==> config.mk <==
export PLATFORM = sky130hd
export DESIGN_NAME = layout_spec_tokenizer
export DESIGN_NICKNAME = d
export VERILOG_FILES = /design/src/design/lst_pkg.sv /design/src/design/lst_front.sv /design/src/design/lst_queue.sv /design/src/design/lst_back.sv /design/src/design/layout_spec_tokenizer.sv
export SDC_FILE = /design/constraint.sdc
export NUM_CORES = 1
export LEC_CHECK = 0
export ABC_AREA = 1
export ABC_CLOCK_PERIOD_IN_PS = 26900
export BUFFER_PORTS_ARGS = -buffer_cell sky130_fd_sc_hd__buf_4
export CAP_MARGIN = 20
export CORE_ASPECT_RATIO = 1.4
export CORE_MARGIN = 2
export CORE_UTILIZATION = 50
export CTS_CLUSTER_DIAMETER = 40
export CTS_CLUSTER_SIZE = 24
export DETAILED_ROUTE_END_ITERATION = 10
export PLACE_DENSITY = 0.66
export SKIP_CTS_REPAIR_TIMING = 1
export SLEW_MARGIN = 30
export SYNTH_ARGS = -nofsm -noshare
export SYNTH_HDL_FRONTEND = slang
export SYNTH_SLANG_ARGS = --single-unit
==> constraint.sdc <==
create_clock -name clk -period 26.9 [get_ports clk]
set_input_delay 5.38 -clock clk [delete_from_list [all_inputs] [get_ports clk]]
set_output_delay 5.38 -clock clk [all_outputs]
set_load 0.01 [all_outputs]
==> src/design/lst_pkg.sv <==
// Shared types, constants and keyword tables for the layout spec tokenizer.
`timescale 1ns / 1ps

package lst_pkg;

  // Offset counter width; offsets and lengths leave the block as 16-bit fields.
  localparam int OFFSET_BITS = 16;
  localparam int FIELD_BITS  = 16;

  typedef logic [OFFSET_BITS-1:0] offset_t;
  typedef logic [FIELD_BITS-1:0]  field_t;

  localparam offset_t POS_MAX  = '1;
  localparam field_t  LINE_MAX = '1;
  localparam field_t  LINE_ONE = field_t'(1);

  // Token kinds as they appear on the output.
  typedef enum logic [3:0] {
    KIND_EOL,
    KIND_X,
    KIND_Y,
    KIND_DELIM,
    KIND_NUMBER,
    KIND_LAYER,
    KIND_WIDTH,
    KIND_NAME,
    KIND_HEIGHT,
    KIND_POWER,
    KIND_STRING,
    KIND_EOF
  } kind_t;

  typedef struct packed {
    kind_t  kind;
    field_t start;
    field_t len;
    field_t line;
  } token_t;

  // One input item gives at most three tokens; they travel together.
  localparam int RUN_MAX    = 3;
  localparam int COUNT_BITS = $clog2(RUN_MAX + 1);
  localparam int SUB_BITS   = $clog2(RUN_MAX);

  typedef struct packed {
    logic [COUNT_BITS-1:0]  count;
    token_t [RUN_MAX-1:0]   tok;
  } bundle_t;

  // Queue between scanner and output serializer.
  localparam int QUEUE_DEPTH = 4;
  localparam int QPTR_BITS   = $clog2(QUEUE_DEPTH);
  localparam int QCNT_BITS   = $clog2(QUEUE_DEPTH + 1);

  // Character codes.
  localparam logic [7:0] CH_NL    = 8'h0A;
  localparam logic [7:0] CH_DOT   = ".";
  localparam logic [7:0] CH_COLON = ":";
  localparam logic [7:0] CH_SEMI  = ";";
  localparam logic [7:0] CH_COMMA = ",";
  localparam logic [7:0] CH_EQ    = "=";

  // Keywords, zero padded; order matches KIND_LAYER onward.
  localparam int NUM_KW = 5;
  localparam logic [7:0] KW_CHARS [NUM_KW][8] = '{
    '{"l", "a", "y", "e", "r", 8'h00, 8'h00, 8'h00},
    '{"w", "i", "d", "t", "h", 8'h00, 8'h00, 8'h00},
    '{"n", "a", "m", "e", 8'h00, 8'h00, 8'h00, 8'h00},
    '{"h", "e", "i", "g", "h", "t", 8'h00, 8'h00},
    '{"p", "o", "w", "e", "r", 8'h00, 8'h00, 8'h00}
  };
  localparam logic [2:0] KW_LEN [NUM_KW] = '{3'd5, 3'd5, 3'd4, 3'd6, 3'd5};

endpackage

==> src/design/lst_front.sv <==
// Scanner front end: accepts characters, tracks the pending token and builds token bundles.
`timescale 1ns / 1ps

module lst_front (
  input  logic             clk,
  input  logic             rst,
  input  logic             in_valid,
  output logic             in_stall,
  input  logic [7:0]       ch,
  input  logic             char_valid,
  input  logic             end_of_source,
  output logic             push,
  output lst_pkg::bundle_t push_bundle,
  input  logic             queue_full
);
  import lst_pkg::*;

  typedef enum logic [2:0] {
    MODE_IDLE,
    MODE_IDENT,
    MODE_INT,
    MODE_DOT,
    MODE_FRAC
  } mode_t;

  mode_t              mode, mode_next;
  offset_t            position, position_next;
  offset_t            token_start, token_start_next;
  offset_t            number_end, number_end_next;
  field_t             line_count, line_count_next;
  logic [NUM_KW-1:0]  kw_match, kw_match_next;
  logic [2:0]         ident_len, ident_len_next;

  logic               accept;
  logic               fresh;
  offset_t            pos_inc;
  logic               is_dig;
  logic               is_alp;
  token_t             cand [RUN_MAX];
  logic [RUN_MAX-1:0] cand_en;
  logic [COUNT_BITS-1:0] n_tok;

  function automatic logic [NUM_KW-1:0] kw_step(logic [NUM_KW-1:0] m, logic [2:0] len,
                                                 logic [7:0] c);
    logic [NUM_KW-1:0] r;
    r = m;
    for (int i = 0; i < NUM_KW; i++) begin
      if (len >= KW_LEN[i] || KW_CHARS[i][len] != c) begin
        r[i] = 1'b0;
      end
    end
    return r;
  endfunction

  function automatic kind_t ident_kind(logic [NUM_KW-1:0] m, logic [2:0] len);
    kind_t k;
    k = KIND_STRING;
    // Walk downward so the first matching keyword wins.
    for (int i = NUM_KW - 1; i >= 0; i--) begin
      if (m[i] && len == KW_LEN[i]) begin
        k = kind_t'(KIND_LAYER + 4'(i));
      end
    end
    return k;
  endfunction

  function automatic token_t make_tok(kind_t k, offset_t s, offset_t l, field_t ln);
    token_t t;
    t.kind  = k;
    t.start = FIELD_BITS'(s);
    t.len   = FIELD_BITS'(l);
    t.line  = ln;
    return t;
  endfunction

  assign in_stall = queue_full;
  assign accept   = in_valid && !in_stall;
  assign pos_inc  = (position != POS_MAX) ? position + 1'b1 : position;
  assign is_dig   = (ch >= "0") && (ch <= "9");
  assign is_alp   = ((ch >= "a") && (ch <= "z")) || ((ch >= "A") && (ch <= "Z"));

  // Next scanner state and the candidate tokens: flush, then fresh or end flush, then EOF.
  always_comb begin
    mode_next        = mode;
    position_next    = position;
    token_start_next = token_start;
    number_end_next  = number_end;
    line_count_next  = line_count;
    kw_match_next    = kw_match;
    ident_len_next   = ident_len;
    fresh            = 1'b0;
    cand_en          = '0;
    for (int i = 0; i < RUN_MAX; i++) begin
      cand[i] = '0;
    end

    if (char_valid) begin
      position_next = pos_inc;
      case (mode)
        MODE_IDENT: begin
          if (is_alp || is_dig) begin
            kw_match_next  = kw_step(kw_match, ident_len, ch);
            ident_len_next = (ident_len != 3'd7) ? ident_len + 3'd1 : ident_len;
          end else begin
            cand_en[0] = 1'b1;
            cand[0]    = make_tok(ident_kind(kw_match, ident_len), token_start,
                                  position - token_start, line_count);
            fresh      = 1'b1;
          end
        end
        MODE_INT: begin
          if (ch == CH_DOT) begin
            mode_next       = MODE_DOT;
            number_end_next = position;
          end else if (!is_dig) begin
            cand_en[0] = 1'b1;
            cand[0]    = make_tok(KIND_NUMBER, token_start, position - token_start,
                                  line_count);
            fresh      = 1'b1;
          end
        end
        MODE_DOT: begin
          if (is_dig) begin
            mode_next = MODE_FRAC;
          end else begin
            // The dot did not start a fraction: the number ends before it.
            cand_en[0] = 1'b1;
            cand[0]    = make_tok(KIND_NUMBER, token_start, number_end - token_start,
                                  line_count);
            fresh      = 1'b1;
          end
        end
        MODE_FRAC: begin
          if (!is_dig) begin
            cand_en[0] = 1'b1;
            cand[0]    = make_tok(KIND_NUMBER, token_start, position - token_start,
                                  line_count);
            fresh      = 1'b1;
          end
        end
        default: begin
          fresh = 1'b1;
        end
      endcase

      // Scan the character on its own from the idle state.
      if (fresh) begin
        mode_next      = MODE_IDLE;
        kw_match_next  = '1;
        ident_len_next = 3'd0;
        if (ch == CH_NL) begin
          cand_en[1] = 1'b1;
          cand[1]    = make_tok(KIND_EOL, position, offset_t'(1), line_count);
          if (line_count != LINE_MAX) begin
            line_count_next = line_count + 1'b1;
          end
        end else if (ch == "x" || ch == "X") begin
          cand_en[1] = 1'b1;
          cand[1]    = make_tok(KIND_X, position, offset_t'(1), line_count);
        end else if (ch == "y" || ch == "Y") begin
          cand_en[1] = 1'b1;
          cand[1]    = make_tok(KIND_Y, position, offset_t'(1), line_count);
        end else if (ch == CH_COLON || ch == CH_EQ || ch == CH_SEMI || ch == CH_COMMA) begin
          cand_en[1] = 1'b1;
          cand[1]    = make_tok(KIND_DELIM, position, offset_t'(1), line_count);
        end else if (is_dig) begin
          mode_next        = MODE_INT;
          token_start_next = position;
        end else if (is_alp) begin
          mode_next        = MODE_IDENT;
          token_start_next = position;
          kw_match_next    = kw_step('1, 3'd0, ch);
          ident_len_next   = 3'd1;
        end
      end
    end

    // End of source: flush what is pending, give EOF, return to the reset state.
    if (end_of_source) begin
      case (mode_next)
        MODE_IDENT: begin
          cand_en[1] = 1'b1;
          cand[1]    = make_tok(ident_kind(kw_match_next, ident_len_next), token_start_next,
                                position_next - token_start_next, line_count_next);
        end
        MODE_INT, MODE_FRAC: begin
          cand_en[1] = 1'b1;
          cand[1]    = make_tok(KIND_NUMBER, token_start_next,
                                position_next - token_start_next, line_count_next);
        end
        MODE_DOT: begin
          cand_en[1] = 1'b1;
          cand[1]    = make_tok(KIND_NUMBER, token_start_next,
                                number_end_next - token_start_next, line_count_next);
        end
        default: begin
        end
      endcase
      cand_en[2]       = 1'b1;
      cand[2]          = make_tok(KIND_EOF, position_next, offset_t'(0), line_count_next);
      mode_next        = MODE_IDLE;
      position_next    = '0;
      token_start_next = '0;
      number_end_next  = '0;
      line_count_next  = LINE_ONE;
      kw_match_next    = '1;
      ident_len_next   = 3'd0;
    end
  end

  // Pack the enabled candidates in order into one bundle.
  always_comb begin
    push_bundle = '0;
    n_tok       = '0;
    for (int i = 0; i < RUN_MAX; i++) begin
      if (cand_en[i]) begin
        push_bundle.tok[SUB_BITS'(n_tok)] = cand[i];
        n_tok = n_tok + 1'b1;
      end
    end
    push_bundle.count = n_tok;
  end

  assign push = accept && (n_tok != '0);

  // Scanner state.
  always_ff @(posedge clk) begin
    if (rst) begin
      mode        <= MODE_IDLE;
      position    <= '0;
      token_start <= '0;
      number_end  <= '0;
      line_count  <= LINE_ONE;
      kw_match    <= '1;
      ident_len   <= 3'd0;
    end else if (accept) begin
      mode        <= mode_next;
      position    <= position_next;
      token_start <= token_start_next;
      number_end  <= number_end_next;
      line_count  <= line_count_next;
      kw_match    <= kw_match_next;
      ident_len   <= ident_len_next;
    end
  end

endmodule

==> src/design/lst_queue.sv <==
// Short bundle queue between the scanner and the output serializer.
`timescale 1ns / 1ps

module lst_queue (
  input  logic             clk,
  input  logic             rst,
  input  logic             push,
  input  lst_pkg::bundle_t push_bundle,
  output logic             full,
  input  logic             pop,
  output logic             head_valid,
  output lst_pkg::bundle_t head_bundle
);
  import lst_pkg::*;

  bundle_t              entries [QUEUE_DEPTH];
  logic [QPTR_BITS-1:0] wr_ptr;
  logic [QPTR_BITS-1:0] rd_ptr;
  logic [QCNT_BITS-1:0] cnt;

  assign full        = (cnt == QCNT_BITS'(QUEUE_DEPTH));
  assign head_valid  = (cnt != '0);
  assign head_bundle = entries[rd_ptr];

  // Entry storage; no reset needed on payload.
  always_ff @(posedge clk) begin
    if (push) begin
      entries[wr_ptr] <= push_bundle;
    end
  end

  // Pointers and fill count.
  always_ff @(posedge clk) begin
    if (rst) begin
      wr_ptr <= '0;
      rd_ptr <= '0;
      cnt    <= '0;
    end else begin
      if (push) begin
        wr_ptr <= (wr_ptr == QPTR_BITS'(QUEUE_DEPTH - 1)) ? '0 : wr_ptr + 1'b1;
      end
      if (pop) begin
        rd_ptr <= (rd_ptr == QPTR_BITS'(QUEUE_DEPTH - 1)) ? '0 : rd_ptr + 1'b1;
      end
      if (push && !pop) begin
        cnt <= cnt + 1'b1;
      end else if (pop && !push) begin
        cnt <= cnt - 1'b1;
      end
    end
  end

  // A push never lands on a full queue.
  assert property (@(posedge clk) disable iff (rst) push |-> !full)
    else $error("push into full queue");

  // The fill count follows a lone push.
  assert property (@(posedge clk) disable iff (rst)
    (push && !pop) |=> cnt == $past(cnt) + 1'b1)
    else $error("fill count did not follow push");

endmodule

==> src/design/lst_back.sv <==
// Output serializer: hands out the tokens of the head bundle one beat at a time.
`timescale 1ns / 1ps

module lst_back (
  input  logic             clk,
  input  logic             rst,
  input  logic             head_valid,
  input  lst_pkg::bundle_t head_bundle,
  output logic             pop,
  output logic             out_valid,
  input  logic             out_stall,
  output logic [3:0]       token_kind,
  output logic [15:0]      start_offset,
  output logic [15:0]      token_length,
  output logic [15:0]      line_number,
  output logic             last_of_run
);
  import lst_pkg::*;

  logic [SUB_BITS-1:0] sub;
  logic                fire;
  token_t              cur;

  assign out_valid    = head_valid;
  assign cur          = head_bundle.tok[sub];
  assign token_kind   = cur.kind;
  assign start_offset = cur.start;
  assign token_length = cur.len;
  assign line_number  = cur.line;
  assign last_of_run  = (COUNT_BITS'(sub) == head_bundle.count - 1'b1);
  assign fire         = out_valid && !out_stall;
  assign pop          = fire && last_of_run;

  // Token index within the head bundle.
  always_ff @(posedge clk) begin
    if (rst) begin
      sub <= '0;
    end else if (fire) begin
      sub <= last_of_run ? '0 : sub + 1'b1;
    end
  end

  // The queue only holds bundles that carry tokens.
  assert property (@(posedge clk) disable iff (rst) head_valid |-> head_bundle.count != '0)
    else $error("empty bundle at queue head");

  // The token index stays inside the head bundle.
  assert property (@(posedge clk) disable iff (rst)
    out_valid |-> COUNT_BITS'(sub) < head_bundle.count)
    else $error("token index past bundle end");

endmodule

==> src/design/layout_spec_tokenizer.sv <==
// Top level of the layout spec tokenizer: scanner, bundle queue and output serializer.
`timescale 1ns / 1ps

// Usage
// The input channel takes one beat per source byte: ch with char_valid, and
// end_of_source to close the source after that beat. A beat with char_valid low
// and end_of_source low does nothing. in_stall holds off the sender.
// The output channel gives one token per beat: kind, start offset, length, line,
// and last_of_run on the final token caused by one input beat.
// Each input beat is scanned in the cycle it is accepted and gives zero to three
// tokens; any that it gives are written as one entry into a four-entry queue.
// They are offered from the queue head, one per cycle while out_stall is low.
// Sustained rate is one input beat per cycle while tokens drain at least as fast;
// the output serializer, one token per unstalled cycle, sets the limit on bursts.
// When out_stall is high the current token holds and the queue fills; once it
// is full in_stall rises until a bundle has been sent.
// Reset empties the queue and returns the scanner to the start of a source,
// line one, offset zero. End of source returns the scanner there after its EOF token.

module layout_spec_tokenizer (
  input  logic        clk,
  input  logic        rst,
  input  logic        in_valid,
  output logic        in_stall,
  input  logic [7:0]  ch,
  input  logic        char_valid,
  input  logic        end_of_source,
  output logic        out_valid,
  input  logic        out_stall,
  output logic [3:0]  token_kind,
  output logic [15:0] start_offset,
  output logic [15:0] token_length,
  output logic [15:0] line_number,
  output logic        last_of_run
);
  import lst_pkg::*;

  logic    push;
  bundle_t push_bundle;
  logic    queue_full;
  logic    pop;
  logic    head_valid;
  bundle_t head_bundle;

  lst_front u_front (
    .clk           (clk),
    .rst           (rst),
    .in_valid      (in_valid),
    .in_stall      (in_stall),
    .ch            (ch),
    .char_valid    (char_valid),
    .end_of_source (end_of_source),
    .push          (push),
    .push_bundle   (push_bundle),
    .queue_full    (queue_full)
  );

  lst_queue u_queue (
    .clk         (clk),
    .rst         (rst),
    .push        (push),
    .push_bundle (push_bundle),
    .full        (queue_full),
    .pop         (pop),
    .head_valid  (head_valid),
    .head_bundle (head_bundle)
  );

  lst_back u_back (
    .clk          (clk),
    .rst          (rst),
    .head_valid   (head_valid),
    .head_bundle  (head_bundle),
    .pop          (pop),
    .out_valid    (out_valid),
    .out_stall    (out_stall),
    .token_kind   (token_kind),
    .start_offset (start_offset),
    .token_length (token_length),
    .line_number  (line_number),
    .last_of_run  (last_of_run)
  );

endmodule

==> out/qor.yml <==
clocking:
  clk_path_buf_depth: 3
  worstSkewPairLatency_ns: 0.65
  cts_buffers: 71
  htreeDepth: 3
  clock_sinks: 642
  path_clk_slew_ns: 0.05
  root_buffer: "clkbuf_16"
  cts_tree: "yes"
worst_hold_path:
  hold_start: "u_front.number_end[4]"
  min_path_cells: 2
  worstHoldPathType: "reg -> reg"
  min_to: "u_front.number_end[4]"
global_route:
  grt_antenna_before_repair: 0
  grt_use_met3_pct: 3.93
  track_usage_pct: 30.9
  grt_pass1_wl_um: 155000
  grt_overflow_total: 0
  grt_pass1_vias: 25100
  top_usage_layer: "met2"
  grt_max_degree: 140
  met1_usage_pct: 39.5
  use_met2_pct: 50.6
synthesis:
  synth_edf_count: 556
  ys_seq_area_share_pct: 56.8
  syn_area_um2: 32400
  synth_top_area_cell: "edfxtp_1"
  ys_types: 56
  synthTopCellsByArea: "edfxtp_1 (51%), nand2_1 (6.9%), o21ai_0 (6.2%), nor2_1 (5.7%), dfxtp_1 (5.3%)"
  netlist_instances: 3461
  ys.warnings.count: 0
  synth_seq_cells: 642
  synth_top_area_share_pct: 51.5
  async_flop_share_pct: 0
  synthFlopType: "edfxtp_1"
  avgSynthCellArea_um2: 9.37
critical_path:
  start_kind: "input pin"
  path_cells: "buf_4, inv_1, nand2_1, nor2_2, nand2_2, nand3_1, nand3_1, nand2_1, nand3_1, nand2_1, nor2_4, nand2_2, nand2_1, nand2_2, nand2_2, ha_1, nand2_1, buf_4, inv_1, o21ai_0, nand2_1, nor2_4, buf_12"
  timing.rr.end: "u_queue.entries[1][80]"
  cp_slowest_stage_delay_ns: 0.58
  path_buf_inv: 5
  cp.arrival_ns: 11.58
  worstPathMaxFanout: 128
  ff2ff_path_depth: 20
  crit_family: "simple AND/OR/NAND/NOR gates"
  required_ns: 27.15
  rr_startpoint: "u_front.mode[0]"
  cp-end-kind: "flip-flop"
  critPathMostFrequentCell: "nand2_1"
  path_class: "in -> reg"
  cp_slowest_cell: "o21ai_0"
  r2r_setup_slack_ns: 20.29
routing:
  num_vias: 26400
  wl_um: 104000
  via_per_inst: 6.09
  wl_per_cell_um: 24.0
  route.detailed.drc: 0
  antenna_left: 0
  drt_first_pass_iters: 5
  dr.first_iter.drc_count: 2747
pwr:
  pwr-share-seq_pct: 36.6
  clockPowerShare_pct: 30.8
  vdd_ir_drop_max_mv: 0.0917
  comb_power_share_pct: 32.6
  switching_share_pct: 36.3
  power_density_nw_per_um2: 90.6
  power_leakage_nw: 13.4
  intPower_w: 0.00208
  switchingPower_w: 0.00119
  power_w: 0.00327
placement:
  placed_cells: 4209
  routabilityCongestion: 0.970
  dpl.hpwl_um: 68300
  portBuffers: 68
  post-place-ws_ns: 15.13
sta:
  setup_viol: 0
  fin_crit_sh_pct: 42.1
  worstMarginPinSlew_ns: 1.09
  rsz0062_at_grt: "no"
  period_minus_slack_ns: 11.33
  max_freq_mhz: 88.2
  finalHoldViolCount: 0
  slew-limit-headroom_pct: 26.5
  slew_viol_final: 0
  fin_setup_tns_ns: 0
  fin_ws_ns: 15.57
  skew_ns: 0.0331
finish:
  final_util_pct: 56.2
  area.sequential_um2: 18400
  finalNonFillerCells: 4342
  synthToLayoutAreaGrowth_pct: 11.3
  n_fill_cell: 5621
  final_common_cell: "nand2_1"
  drive_gt1_share_pct: 8.43
  layout_common_cells: "nand2_1 (598), edfxtp_1 (556), nor2_1 (482)"
  multi_input_area_um2: 12400
  nets: 3543
floorplan:
  die_height_um: 305
  die_width_um: 219
  ios: 69
  initial_core_util_pct: 50.5
  core.rowCount: 110
  design.die.area_um2: 67000
  core_area_um2: 64300
flow_run:
  cap_violations: 0
outcome:
  status: "complete, no violations"
## synthesized netlist by cell type (9+ instances only)
master and n:
a31oi_1 27, inv_2 16, xor2_1 50, nand2_1 598, dfxtp_1 86, o211ai_1 25
edfxtp_1 556, buf_2 11, nand3_1 118, o221ai_1 52, a32o_1 16, nor2_1 489
o22ai_1 112, xnor2_1 16, nand4_1 26, clkbuf_1 169, nor3_1 24, inv_1 217
buf_1 9, a21oi_1 213, o21ai_1 38, ha_1 80, o21ai_0 402
## metrics by stage
stage / cell area [um2] / hold WS, ns
after floorplan: 32400 / 0.457
after global placement: 33600 / 0.474
after detailed placement: 33600 / 0.481
after CTS: 36100 / 0.489
after global routing: 36100 / 0.509
final: 36100 / 0.493
## registers in the layout, summed over array words and instances (netlist names), named ones only
register             cells
u_queue.entries        556
u_front.line_count      16
u_front.number_end      16
u_front.position        16
u_front.token_start     16
u_front.kw_match         5
u_front.ident_len        3
u_front.mode             3
u_queue.cnt              3
u_back.sub               2
u_queue.rd_ptr           2
u_queue.wr_ptr           2
## worst max path at each step
stage | from | end | slack, ns | cells past startpoint
after floorplan | ch[2] | u_queue.entries[0][0] | 12.62 | 22
after global placement | ch[6] | u_queue.entries[2][80] | 15.18 | 23
after detailed placement | ch[6] | u_queue.entries[2][80] | 15.13 | 23
after CTS | ch[6] | u_queue.entries[2][80] | 15.76 | 23
after global routing | ch[6] | u_queue.entries[2][80] | 15.29 | 23
final | ch[6] | u_queue.entries[1][80] | 15.57 | 23
## tightest hold or removal path, stage by stage (launching register included)
cell	delay, ns
dfxtp_1	0.32
nand2_1	0.07
a21oi_1	0.06
## cell families (layout without fill, tap and decap cells)
kind of cell	after synthesis	after routing	share of synthesized area (%)
and+or+nand+nor	1303	1303	16.4
AOI/OAI and AO/OA	929	929	16.4
DFF	642	642	56.8
buffers and inverters	434	471	5.19
adders and majority gates	85	85	3.39
xor gates and xnor gates	66	66	1.78
other	1	5	0.0116
muxes	1	1	0.0347
## power groups by stage
stage | Clock [W] | Sequential, W | Combinational [W]
4_1_cts | 0.00102 | 0.00120 | 0.00106
3_5_place_dp | 0 | 0.00122 | 0.00106
3_3_place_gp | 0 | 0.00122 | 0.00104
6_report | 0.00101 | 0.00120 | 0.00107
5_1_grt | 0.00106 | 0.00120 | 0.00116
2_1_floorplan | 0 | 0.00122 | 0.000637
## layer usage
metal | part of all wire, % | vias to the layer above
met1 | 40 | 12800
li1 | - | 12200
met4 | 6.2 | 0
met3 | 6.5 | 271
met2 | 48 | 1187
met5 | 0 | -
## final cells by class
type	count	share of cell area (%)
Clock inverter	55	1.76
Clock buffer	75	5.02
Timing Repair Buffer	104	2.41
Inverter	237	2.48
Antenna cell	1	0.00693
Sequential cell	642	51.0
Tap cell	840	2.91
Multi-Input combinational cell	2388	34.4
Power figures use the tool's default switching activity.
